File: config.mk
export PLATFORM = sky130hd
export DESIGN_NAME = lowest_free_label_allocator
export DESIGN_NICKNAME = d
export VERILOG_FILES = /design/src/design/lfla_pkg.sv /design/src/design/lfla_ctrl.sv /design/src/design/lfla_dp.sv /design/src/design/lowest_free_label_allocator.sv
export VERILOG_INCLUDE_DIRS = /design/src /design/src/design
export SDC_FILE = /design/constraint.sdc
export NUM_CORES = 1
export LEC_CHECK = 0
export ABC_AREA = 1
export BUFFER_PORTS_ARGS = -buffer_cell sky130_fd_sc_hd__clkbuf_2
export CAP_MARGIN = 20
export CORE_MARGIN = 2
export CORE_UTILIZATION = 50
export CTS_CLUSTER_DIAMETER = 40
export CTS_CLUSTER_SIZE = 12
export DETAILED_ROUTE_END_ITERATION = 10
export PLACE_DENSITY = 0.64
export SYNTH_ARGS = -nofsm -noshare
export SYNTH_HDL_FRONTEND = slang
export SYNTH_SLANG_ARGS = --single-unit
File: constraint.sdc
create_clock -name clk -period 5.65 [get_ports clk]
set_input_delay 0.565 -clock clk [delete_from_list [all_inputs] [get_ports clk]]
set_output_delay 0.565 -clock clk [all_outputs]
set_load 0.01 [all_outputs]
File: src/design/lowest_free_label_allocator_assert.svh
// assertion macros for the lowest free label allocator
// expects clk and rst_n in the scope of the module that uses them
`ifndef LOWEST_FREE_LABEL_ALLOCATOR_ASSERT_SVH
`define LOWEST_FREE_LABEL_ALLOCATOR_ASSERT_SVH

`ifndef SYNTHESIS
`define LFLA_ASSERT_IMP(lbl, ante, cons, msg) \
    lbl: assert property (@(posedge clk) disable iff (!rst_n) (ante) |-> (cons)) \
        else $error(msg);
`define LFLA_ASSERT_NXT(lbl, ante, cons, msg) \
    lbl: assert property (@(posedge clk) disable iff (!rst_n) (ante) |=> (cons)) \
        else $error(msg);
`else
`define LFLA_ASSERT_IMP(lbl, ante, cons, msg)
`define LFLA_ASSERT_NXT(lbl, ante, cons, msg)
`endif

`endif

File: src/design/lfla_pkg.sv
// shared types and constants for the lowest free label allocator
// no dependencies
package lfla_pkg;

    localparam int DEF_NUM_LABELS = 256;
    localparam int DEF_MAX_BATCH  = 32;
    localparam int COUNT_W        = 6;
    localparam int WANT_W         = COUNT_W + 1;
    localparam int ROW_W          = 32;
    localparam int BIT_W          = 5;

    typedef enum logic {
        OP_ACQUIRE = 1'b0,
        OP_RELEASE = 1'b1
    } op_t;

    typedef enum logic [2:0] {
        ST_IDLE,
        ST_LOAD,
        ST_SCAN,
        ST_FLUSH,
        ST_REL
    } state_t;

    typedef struct packed {
        logic accept;
        logic load_work;
        logic grant;
        logic wr_acq;
        logic wr_rel;
        logic next_row;
        logic set_exh;
        logic flush;
    } cmd_t;

    typedef struct packed {
        logic is_release;
        logic rel_ok;
        logic found;
        logic final_grant;
        logic last_row;
        logic pend_v;
        logic out_free;
    } stat_t;

endpackage

File: src/design/lfla_ctrl.sv
// controller state machine for the lowest free label allocator
// depends on lfla_pkg
module lfla_ctrl
    import lfla_pkg::*;
(
    input  logic   clk,
    input  logic   rst_n,
    input  logic   s_valid,
    input  stat_t  stat,
    output logic   s_ready,
    output cmd_t   cmd
);

    state_t state_reg;
    state_t state_next;
    logic   go;

    assign go = !(stat.pend_v && !stat.out_free);

    always_ff @(posedge clk or negedge rst_n)
    begin
        if (!rst_n)
        begin
            state_reg <= ST_IDLE;
        end
        else
        begin
            state_reg <= state_next;
        end
    end

    always_comb
    begin
        state_next = state_reg;
        case (state_reg)
            ST_IDLE:
            begin
                if (s_valid)
                begin
                    if (!stat.is_release)
                    begin
                        state_next = ST_LOAD;
                    end
                    else if (stat.rel_ok)
                    begin
                        state_next = ST_REL;
                    end
                end
            end
            ST_LOAD:
            begin
                state_next = ST_SCAN;
            end
            ST_SCAN:
            begin
                if (go)
                begin
                    if (stat.found)
                    begin
                        if (stat.final_grant)
                        begin
                            state_next = ST_FLUSH;
                        end
                    end
                    else if (stat.last_row)
                    begin
                        state_next = ST_FLUSH;
                    end
                    else
                    begin
                        state_next = ST_LOAD;
                    end
                end
            end
            ST_FLUSH:
            begin
                if (stat.out_free)
                begin
                    state_next = ST_IDLE;
                end
            end
            ST_REL:
            begin
                state_next = ST_IDLE;
            end
            default:
            begin
                state_next = ST_IDLE;
            end
        endcase
    end

    always_comb
    begin
        cmd     = '0;
        s_ready = 1'b0;
        case (state_reg)
            ST_IDLE:
            begin
                s_ready    = 1'b1;
                cmd.accept = s_valid;
            end
            ST_LOAD:
            begin
                cmd.load_work = 1'b1;
            end
            ST_SCAN:
            begin
                if (go)
                begin
                    if (stat.found)
                    begin
                        cmd.grant  = 1'b1;
                        cmd.wr_acq = stat.final_grant;
                    end
                    else
                    begin
                        cmd.wr_acq   = 1'b1;
                        cmd.set_exh  = stat.last_row;
                        cmd.next_row = !stat.last_row;
                    end
                end
            end
            ST_FLUSH:
            begin
                cmd.flush = stat.out_free;
            end
            ST_REL:
            begin
                cmd.wr_rel = 1'b1;
            end
            default:
            begin
                cmd = '0;
            end
        endcase
    end

endmodule

File: src/design/lfla_dp.sv
// datapath for the lowest free label allocator: usage map, row scan, result register
// depends on lfla_pkg
module lfla_dp
    import lfla_pkg::*;
#(
    parameter int NUM_LABELS = DEF_NUM_LABELS,
    parameter int MAX_BATCH  = DEF_MAX_BATCH,
    localparam int LABEL_W   = $clog2(NUM_LABELS)
)
(
    input  logic               clk,
    input  logic               rst_n,
    input  cmd_t               cmd,
    input  op_t                in_op,
    input  logic [COUNT_W-1:0] in_count,
    input  logic [LABEL_W-1:0] in_label,
    input  logic               out_ready,
    output stat_t              stat,
    output logic               out_valid,
    output logic [LABEL_W-1:0] out_label,
    output logic               out_status,
    output logic               out_last
);

    localparam int ROWS   = (NUM_LABELS + ROW_W - 1) / ROW_W;
    localparam int ROW_AW = (ROWS > 1) ? $clog2(ROWS) : 1;
    localparam int IDX_W  = ROW_AW + BIT_W;
    localparam int CNT_W  = $clog2(MAX_BATCH + 1);

    logic [ROW_W-1:0]  mem [ROWS];
    logic [ROWS-1:0]   row_valid_reg;
    logic [ROW_W-1:0]  rd_data_reg;
    logic              rd_valid_reg;
    logic [ROW_W-1:0]  work_reg;
    logic [ROW_AW-1:0] row_reg;
    logic [BIT_W-1:0]  rel_bit_reg;
    logic [CNT_W-1:0]  want_reg;
    logic [CNT_W-1:0]  granted_reg;
    logic              pend_v_reg;
    logic [LABEL_W-1:0] pend_label_reg;
    logic              exh_reg;
    logic              out_valid_reg;
    logic [LABEL_W-1:0] out_label_reg;
    logic              out_status_reg;
    logic              out_last_reg;

    logic [IDX_W-1:0]  in_idx;
    logic [ROW_AW-1:0] in_row;
    logic [WANT_W-1:0] want_ext;
    logic [WANT_W-1:0] want_sat;
    logic              rd_en;
    logic [ROW_AW-1:0] rd_addr;
    logic              wr_en;
    logic [ROW_W-1:0]  wr_data;
    logic [ROW_W-1:0]  eff_rd;
    logic [ROW_W-1:0]  res_mask;
    logic [ROW_W-1:0]  avail;
    logic              found;
    logic [BIT_W-1:0]  f_bit;
    logic [ROW_W-1:0]  sel;
    logic [IDX_W-1:0]  f_idx;
    logic              emit_prev;
    logic              emit;

    assign in_idx   = IDX_W'(in_label);
    assign in_row   = in_idx[IDX_W-1:BIT_W];
    assign want_ext = WANT_W'(in_count);

    always_comb
    begin
        if (want_ext == '0)
        begin
            want_sat = WANT_W'(1);
        end
        else if (want_ext > WANT_W'(MAX_BATCH))
        begin
            want_sat = WANT_W'(MAX_BATCH);
        end
        else
        begin
            want_sat = want_ext;
        end
    end

    assign rd_en   = cmd.accept | cmd.next_row;
    assign rd_addr = cmd.accept ? ((in_op == OP_RELEASE) ? in_row : '0)
                                : ROW_AW'(row_reg + 1'b1);
    assign wr_en   = cmd.wr_acq | cmd.wr_rel;
    assign eff_rd  = rd_valid_reg ? rd_data_reg : '0;
    assign wr_data = cmd.wr_rel ? (eff_rd & ~(ROW_W'(1) << rel_bit_reg)) : (work_reg | sel);

    // labels zero and top are never free
    always_comb
    begin
        logic [IDX_W-1:0] idx;
        for (int j = 0; j < ROW_W; j++)
        begin
            idx         = {row_reg, BIT_W'(j)};
            res_mask[j] = (idx == '0) || (idx >= IDX_W'(NUM_LABELS - 1));
        end
    end

    assign avail = ~(work_reg | res_mask);

    always_comb
    begin
        found = 1'b0;
        f_bit = '0;
        for (int j = ROW_W - 1; j >= 0; j--)
        begin
            if (avail[j])
            begin
                found = 1'b1;
                f_bit = BIT_W'(j);
            end
        end
    end

    assign sel   = found ? (ROW_W'(1) << f_bit) : '0;
    assign f_idx = {row_reg, f_bit};

    assign emit_prev = cmd.grant & pend_v_reg;
    assign emit      = emit_prev | cmd.flush;

    always_ff @(posedge clk)
    begin
        if (rd_en)
        begin
            rd_data_reg  <= mem[rd_addr];
            rd_valid_reg <= row_valid_reg[rd_addr];
        end
        if (wr_en)
        begin
            mem[row_reg] <= wr_data;
        end
        if (cmd.load_work)
        begin
            work_reg <= eff_rd;
        end
        else if (cmd.grant)
        begin
            work_reg <= work_reg | sel;
        end
        if (cmd.accept)
        begin
            row_reg     <= (in_op == OP_RELEASE) ? in_row : '0;
            rel_bit_reg <= in_idx[BIT_W-1:0];
            want_reg    <= CNT_W'(want_sat);
            granted_reg <= '0;
        end
        else
        begin
            if (cmd.next_row)
            begin
                row_reg <= ROW_AW'(row_reg + 1'b1);
            end
            if (cmd.grant)
            begin
                granted_reg <= CNT_W'(granted_reg + 1'b1);
            end
        end
        if (cmd.grant)
        begin
            pend_label_reg <= f_idx[LABEL_W-1:0];
        end
        if (emit_prev)
        begin
            out_label_reg  <= pend_label_reg;
            out_status_reg <= 1'b0;
            out_last_reg   <= 1'b0;
        end
        else if (cmd.flush)
        begin
            out_label_reg  <= pend_v_reg ? pend_label_reg : '0;
            out_status_reg <= pend_v_reg ? exh_reg : 1'b1;
            out_last_reg   <= 1'b1;
        end
    end

    always_ff @(posedge clk or negedge rst_n)
    begin
        if (!rst_n)
        begin
            row_valid_reg <= '0;
            pend_v_reg    <= 1'b0;
            exh_reg       <= 1'b0;
            out_valid_reg <= 1'b0;
        end
        else
        begin
            if (wr_en)
            begin
                row_valid_reg[row_reg] <= 1'b1;
            end
            if (cmd.accept)
            begin
                pend_v_reg <= 1'b0;
                exh_reg    <= 1'b0;
            end
            else
            begin
                if (cmd.grant)
                begin
                    pend_v_reg <= 1'b1;
                end
                if (cmd.set_exh)
                begin
                    exh_reg <= 1'b1;
                end
            end
            if (emit)
            begin
                out_valid_reg <= 1'b1;
            end
            else if (out_ready)
            begin
                out_valid_reg <= 1'b0;
            end
        end
    end

    assign stat.is_release  = (in_op == OP_RELEASE);
    assign stat.rel_ok      = (in_idx != '0) && (in_idx < IDX_W'(NUM_LABELS - 1));
    assign stat.found       = found;
    assign stat.final_grant = ((CNT_W + 1)'(granted_reg) + 1'b1) == (CNT_W + 1)'(want_reg);
    assign stat.last_row    = (row_reg == ROW_AW'(ROWS - 1));
    assign stat.pend_v      = pend_v_reg;
    assign stat.out_free    = !out_valid_reg || out_ready;

    assign out_valid  = out_valid_reg;
    assign out_label  = out_label_reg;
    assign out_status = out_status_reg;
    assign out_last   = out_last_reg;

endmodule

File: src/design/lowest_free_label_allocator.sv
// Lowest free label allocator. Labels 1 to NUM_LABELS-2 are tracked in a usage map held as
// 32-label rows in a single-port-read memory; the map is all free after reset. An acquire word
// grants up to count labels (0 taken as 1, capped at MAX_BATCH) in ascending order, one result
// word per grant, tlast on the final one; tuser carries the exhausted status, and a request
// finding nothing free returns label 0 with status set. A release word frees one label and
// returns nothing. One word is worked on at a time: a release reads its row and then writes it
// back; an acquire loads one map row at a time, scanning from label 1 upward, grants from the
// loaded row and then finishes. Output waits in a register, so a new
// word may be accepted while the last result is still pending.
// depends on lfla_pkg, lfla_ctrl, lfla_dp and lowest_free_label_allocator_assert.svh
`include "lowest_free_label_allocator_assert.svh"

module lowest_free_label_allocator
    import lfla_pkg::*;
#(
    parameter int NUM_LABELS  = DEF_NUM_LABELS,
    parameter int MAX_BATCH   = DEF_MAX_BATCH,
    localparam int LABEL_W    = $clog2(NUM_LABELS),
    localparam int IN_DATA_W  = ((COUNT_W + LABEL_W + 7) / 8) * 8,
    localparam int OUT_DATA_W = ((LABEL_W + 7) / 8) * 8
)
(
    input  logic                  clk,
    input  logic                  rst_n,
    input  logic                  s_tvalid,
    output logic                  s_tready,
    input  logic [IN_DATA_W-1:0]  s_tdata,   // count, label
    input  logic                  s_tuser,   // operation
    output logic                  m_tvalid,
    input  logic                  m_tready,
    output logic [OUT_DATA_W-1:0] m_tdata,   // granted_label
    output logic                  m_tuser,   // status
    output logic                  m_tlast
);

    cmd_t               cmd;
    stat_t              stat;
    logic [LABEL_W-1:0] out_label;

    lfla_ctrl u_ctrl (
        .clk     (clk),
        .rst_n   (rst_n),
        .s_valid (s_tvalid),
        .stat    (stat),
        .s_ready (s_tready),
        .cmd     (cmd)
    );

    lfla_dp #(
        .NUM_LABELS (NUM_LABELS),
        .MAX_BATCH  (MAX_BATCH)
    ) u_dp (
        .clk        (clk),
        .rst_n      (rst_n),
        .cmd        (cmd),
        .in_op      (op_t'(s_tuser)),
        .in_count   (s_tdata[COUNT_W-1:0]),
        .in_label   (s_tdata[COUNT_W+LABEL_W-1:COUNT_W]),
        .out_ready  (m_tready),
        .stat       (stat),
        .out_valid  (m_tvalid),
        .out_label  (out_label),
        .out_status (m_tuser),
        .out_last   (m_tlast)
    );

    assign m_tdata = OUT_DATA_W'(out_label);

    `LFLA_ASSERT_IMP(a_grant_needs_free, cmd.grant, stat.found, "grant without a free label")
    `LFLA_ASSERT_IMP(a_ok_label_nonzero, m_tvalid && !m_tuser, out_label != '0,
        "ok result carries label zero")
    `LFLA_ASSERT_IMP(a_zero_label_final, m_tvalid && (out_label == '0), m_tuser && m_tlast,
        "empty grant not marked exhausted and last")
    `LFLA_ASSERT_NXT(a_flush_shows, cmd.flush, m_tvalid && m_tlast,
        "finishing a request did not present a last word")

endmodule

==> results.json <==
{
  "drc": 0,
  "diodes": 0,
  "die_area_um2": 34110,
  "dieWidth_um": 184.7,
  "firstDrtPassIters": 5,
  "async_flop_share": 0.03753,
  "setup_tns_ns": 0,
  "max-slew-margin-rel": 0.3113,
  "synthToLayoutAreaGrowth_pct": 14.19,
  "grt_pass1_vias": 10630,
  "synth-seq-area-share": 0.6769,
  "layout_common_cells": "351 x edfxtp_1, 273 x nand2_1, 258 x nor2_1",
  "viasPerCell": 5.507,
  "cts.sinks": 373,
  "post_cts_resize_count": 0,
  "cp-start-kind": "flip-flop",
  "wirelength_mm": 37.92,
  "switchingPower_w": 0.004127,
  "worst_pin_slew_ns": 1.029,
  "reg2reg_from": "u_ctrl.state_reg[0]",
  "p_per_area_nw_per_um2": 598.3,
  "power_frac_comb": 0.334,
  "seq_area_um2": 11050,
  "yosysWarningCount": 0,
  "netlist_instances": 1523,
  "die_h_um": 184.7,
  "syn-num-nets": 1548,
  "path_clk_slew_ns": 0.06,
  "path_class": "flip-flop to flip-flop",
  "rsz0062_at_grt": "no",
  "ys.flop_type": "edfxtp_1",
  "netlist_area_um2": 16320,
  "clock_latency_ns": 0.55,
  "r2r_cells": 14,
  "cts-root-buf": "clkbuf_16",
  "cp.required_ns": 5.91,
  "fillerInstances": 2693,
  "grt-ovfl-total": 0,
  "port_buffers": 30,
  "fin_skew_ns": 0.03198,
  "largest_register_ffs": 256,
  "sequentialPowerShare": 0.394,
  "drtIter0Drc": 931,
  "clockBufferDepth": 3,
  "synth_seq_cells": 373,
  "htreeDepth": 2,
  "p_clk_frac": 0.272,
  "r2r_slack_ns": 1.21,
  "place_congestion": 0.9377,
  "finalNetCount": 1578,
  "setup_viol": 0,
  "slew_violations": 0,
  "rows": 66,
  "worstHoldEndpoint": "u_dp.rel_bit_reg[1]",
  "final_common_cell": "edfxtp_1",
  "place_hpwl_mm": 22.71,
  "fin_worst_hold_slack_ns": 0.2440,
  "cp_data_arrival_time_ns": 4.70,
  "vias": 11170,
  "grt_max_degree": 85,
  "max_cap_viol_count": 0,
  "antenna_found_initial": 0,
  "finalCriticalPeriod_ns": 4.438,
  "fmax_mhz": 225.3,
  "cts_tree": "done",
  "p_int_w": 0.007027,
  "fin_crit_sh": 0.7856,
  "vdd_drop_max_mv": 0.3181,
  "reg2reg_to": "u_dp.rd_data_reg[21]",
  "syn_avg_cell_area_um2": 10.72,
  "hold_depth": 1,
  "start_util": 0.5043,
  "min_from": "s_tdata[7]",
  "wl_per_cell_um": 18.70,
  "drive_above_1_share": 0.1185,
  "synth_edf_count": 351,
  "hold_viol": 0,
  "leakage_nw": 7.095,
  "holdCritPathClass": "input port to flip-flop",
  "yosysUniqueCellTypes": 37,
  "core_um2": 32370,
  "numCtsBuffers": 48,
  "num_io_pins": 33,
  "swShare": 0.3700,
  "crit_path_end_kind": "flip-flop",
  "grt_pass1_wl_mm": 59.76,
  "status": "finished clean",
  "ant_nets": 0,
  "grt_use_total": 0.2284,
  "critical_path.max_fanout": 60,
  "multi_input_area_um2": 4628
}
## critical path: stages (launching register included)
cell	delay (ns)
dfrtp_1	0.40
nor2_1	0.14
inv_1	0.07
nor2_1	0.20
inv_1	0.09
nor2_1	0.50
buf_4	0.31
nand3_1	0.15
nand2_4	0.45
clkinv_2	0.82
buf_4	0.52
o21ai_0	0.18
o22ai_1	0.10
nor2_1	0.12
a31oi_1	0.06
## timing repair
item                       4_1_cts  5_1_grt
hold endpoints to repair        14        0
setup endpoints to repair        0        0
hold buffers                     1        0
setup buffers                    0        0
## through the flow
stage | std cells | setup slack [ns] | area [um2] | total power [W] | util
6_report | 2028 | 1.212 | 18640 | 0.01115 | 0.5759
5_1_grt | 2028 | 0.7655 | 18640 | 0.01185 | 0.5759
4_1_cts | 2027 | 1.180 | 18630 | 0.01121 | 0.5754
3_5_place_dp | 1943 | 1.203 | 17020 | 0.008172 | 0.5259
3_3_place_gp | 1943 | 1.286 | 17020 | 0.008082 | 0.5259
2_1_floorplan | 1523 | 0.8783 | 16320 | 0.007003 | -
## per-layer routing
| metal | global-route usage | wire, um |
|---|---|---|
| met1 | 0.3148 | 16620 |
| met2 | 0.3798 | 18400 |
| met3 | 0.03082 | 2053 |
| met4 | 0.06921 | 853 |
| met5 | 0 | 0 |
## cell usage after synthesis (all sizes together), types with 4 or more instances
cell type  count  area share
edfxtp       351        0.65
nand2        278       0.066
nor2         269       0.063
o21ai        154       0.047
inv          111       0.026
nand3         80       0.025
clkbuf        63       0.014
nand4         41       0.018
a31oi         35       0.013
o22ai         33       0.013
buf           17      0.0049
o21bai        15       0.010
a21oi         14      0.0043
dfrtp         14       0.021
nor3          10      0.0031
dfxtp          8      0.0098
xor2           6      0.0032
or2            5      0.0019
ha             4      0.0031
## area by class of cell
cell class              instances  share of cell area
inverters                     111             0.02242
clock buffers                  52             0.06638
clock inverters                31             0.01913
well taps                     442             0.02967
flip-flops and latches        373              0.5928
repair buffers                 60             0.02134
multi-input cells             959              0.2483
## power by group through the flow
| stage | Clock (W) | Sequential (W) | Combinational [W] |
|---|---|---|---|
| detailed placement | 0 | 0.00444 | 0.00373 |
| floorplan | 0 | 0.00435 | 0.00265 |
| CTS | 0.00307 | 0.00439 | 0.00374 |
| global placement | 0 | 0.00444 | 0.00364 |
| global route | 0.00318 | 0.00445 | 0.00422 |
| finish | 0.00303 | 0.00440 | 0.00373 |
## worst max path at each step
stage                                   start              endpoint  slack, ns  cells after the start
after floorplan               u_dp.row_reg[1]   u_dp.rd_data_reg[0]       0.88                     12
after global placement    u_ctrl.state_reg[0]   u_dp.rd_data_reg[7]       1.29                     14
after detailed placement  u_ctrl.state_reg[0]   u_dp.rd_data_reg[7]       1.20                     14
after CTS                 u_ctrl.state_reg[0]  u_dp.rd_data_reg[21]       1.18                     14
after global routing      u_ctrl.state_reg[0]  u_dp.rd_data_reg[21]       0.77                     14
final                     u_ctrl.state_reg[0]  u_dp.rd_data_reg[21]       1.21                     14
## cells by family (layout without fill, tap and decap cells)
kind of cell	count (synthesis)	in the layout	share of synthesized area
fa+ha+maj	4	4	0.003066
xor+xnor	8	8	0.004292
compound gates	258	258	0.09121
flops	373	373	0.6769
buf+inv	191	254	0.04491
simple gates	689	689	0.1796
(Power assumes the default switching activity.)
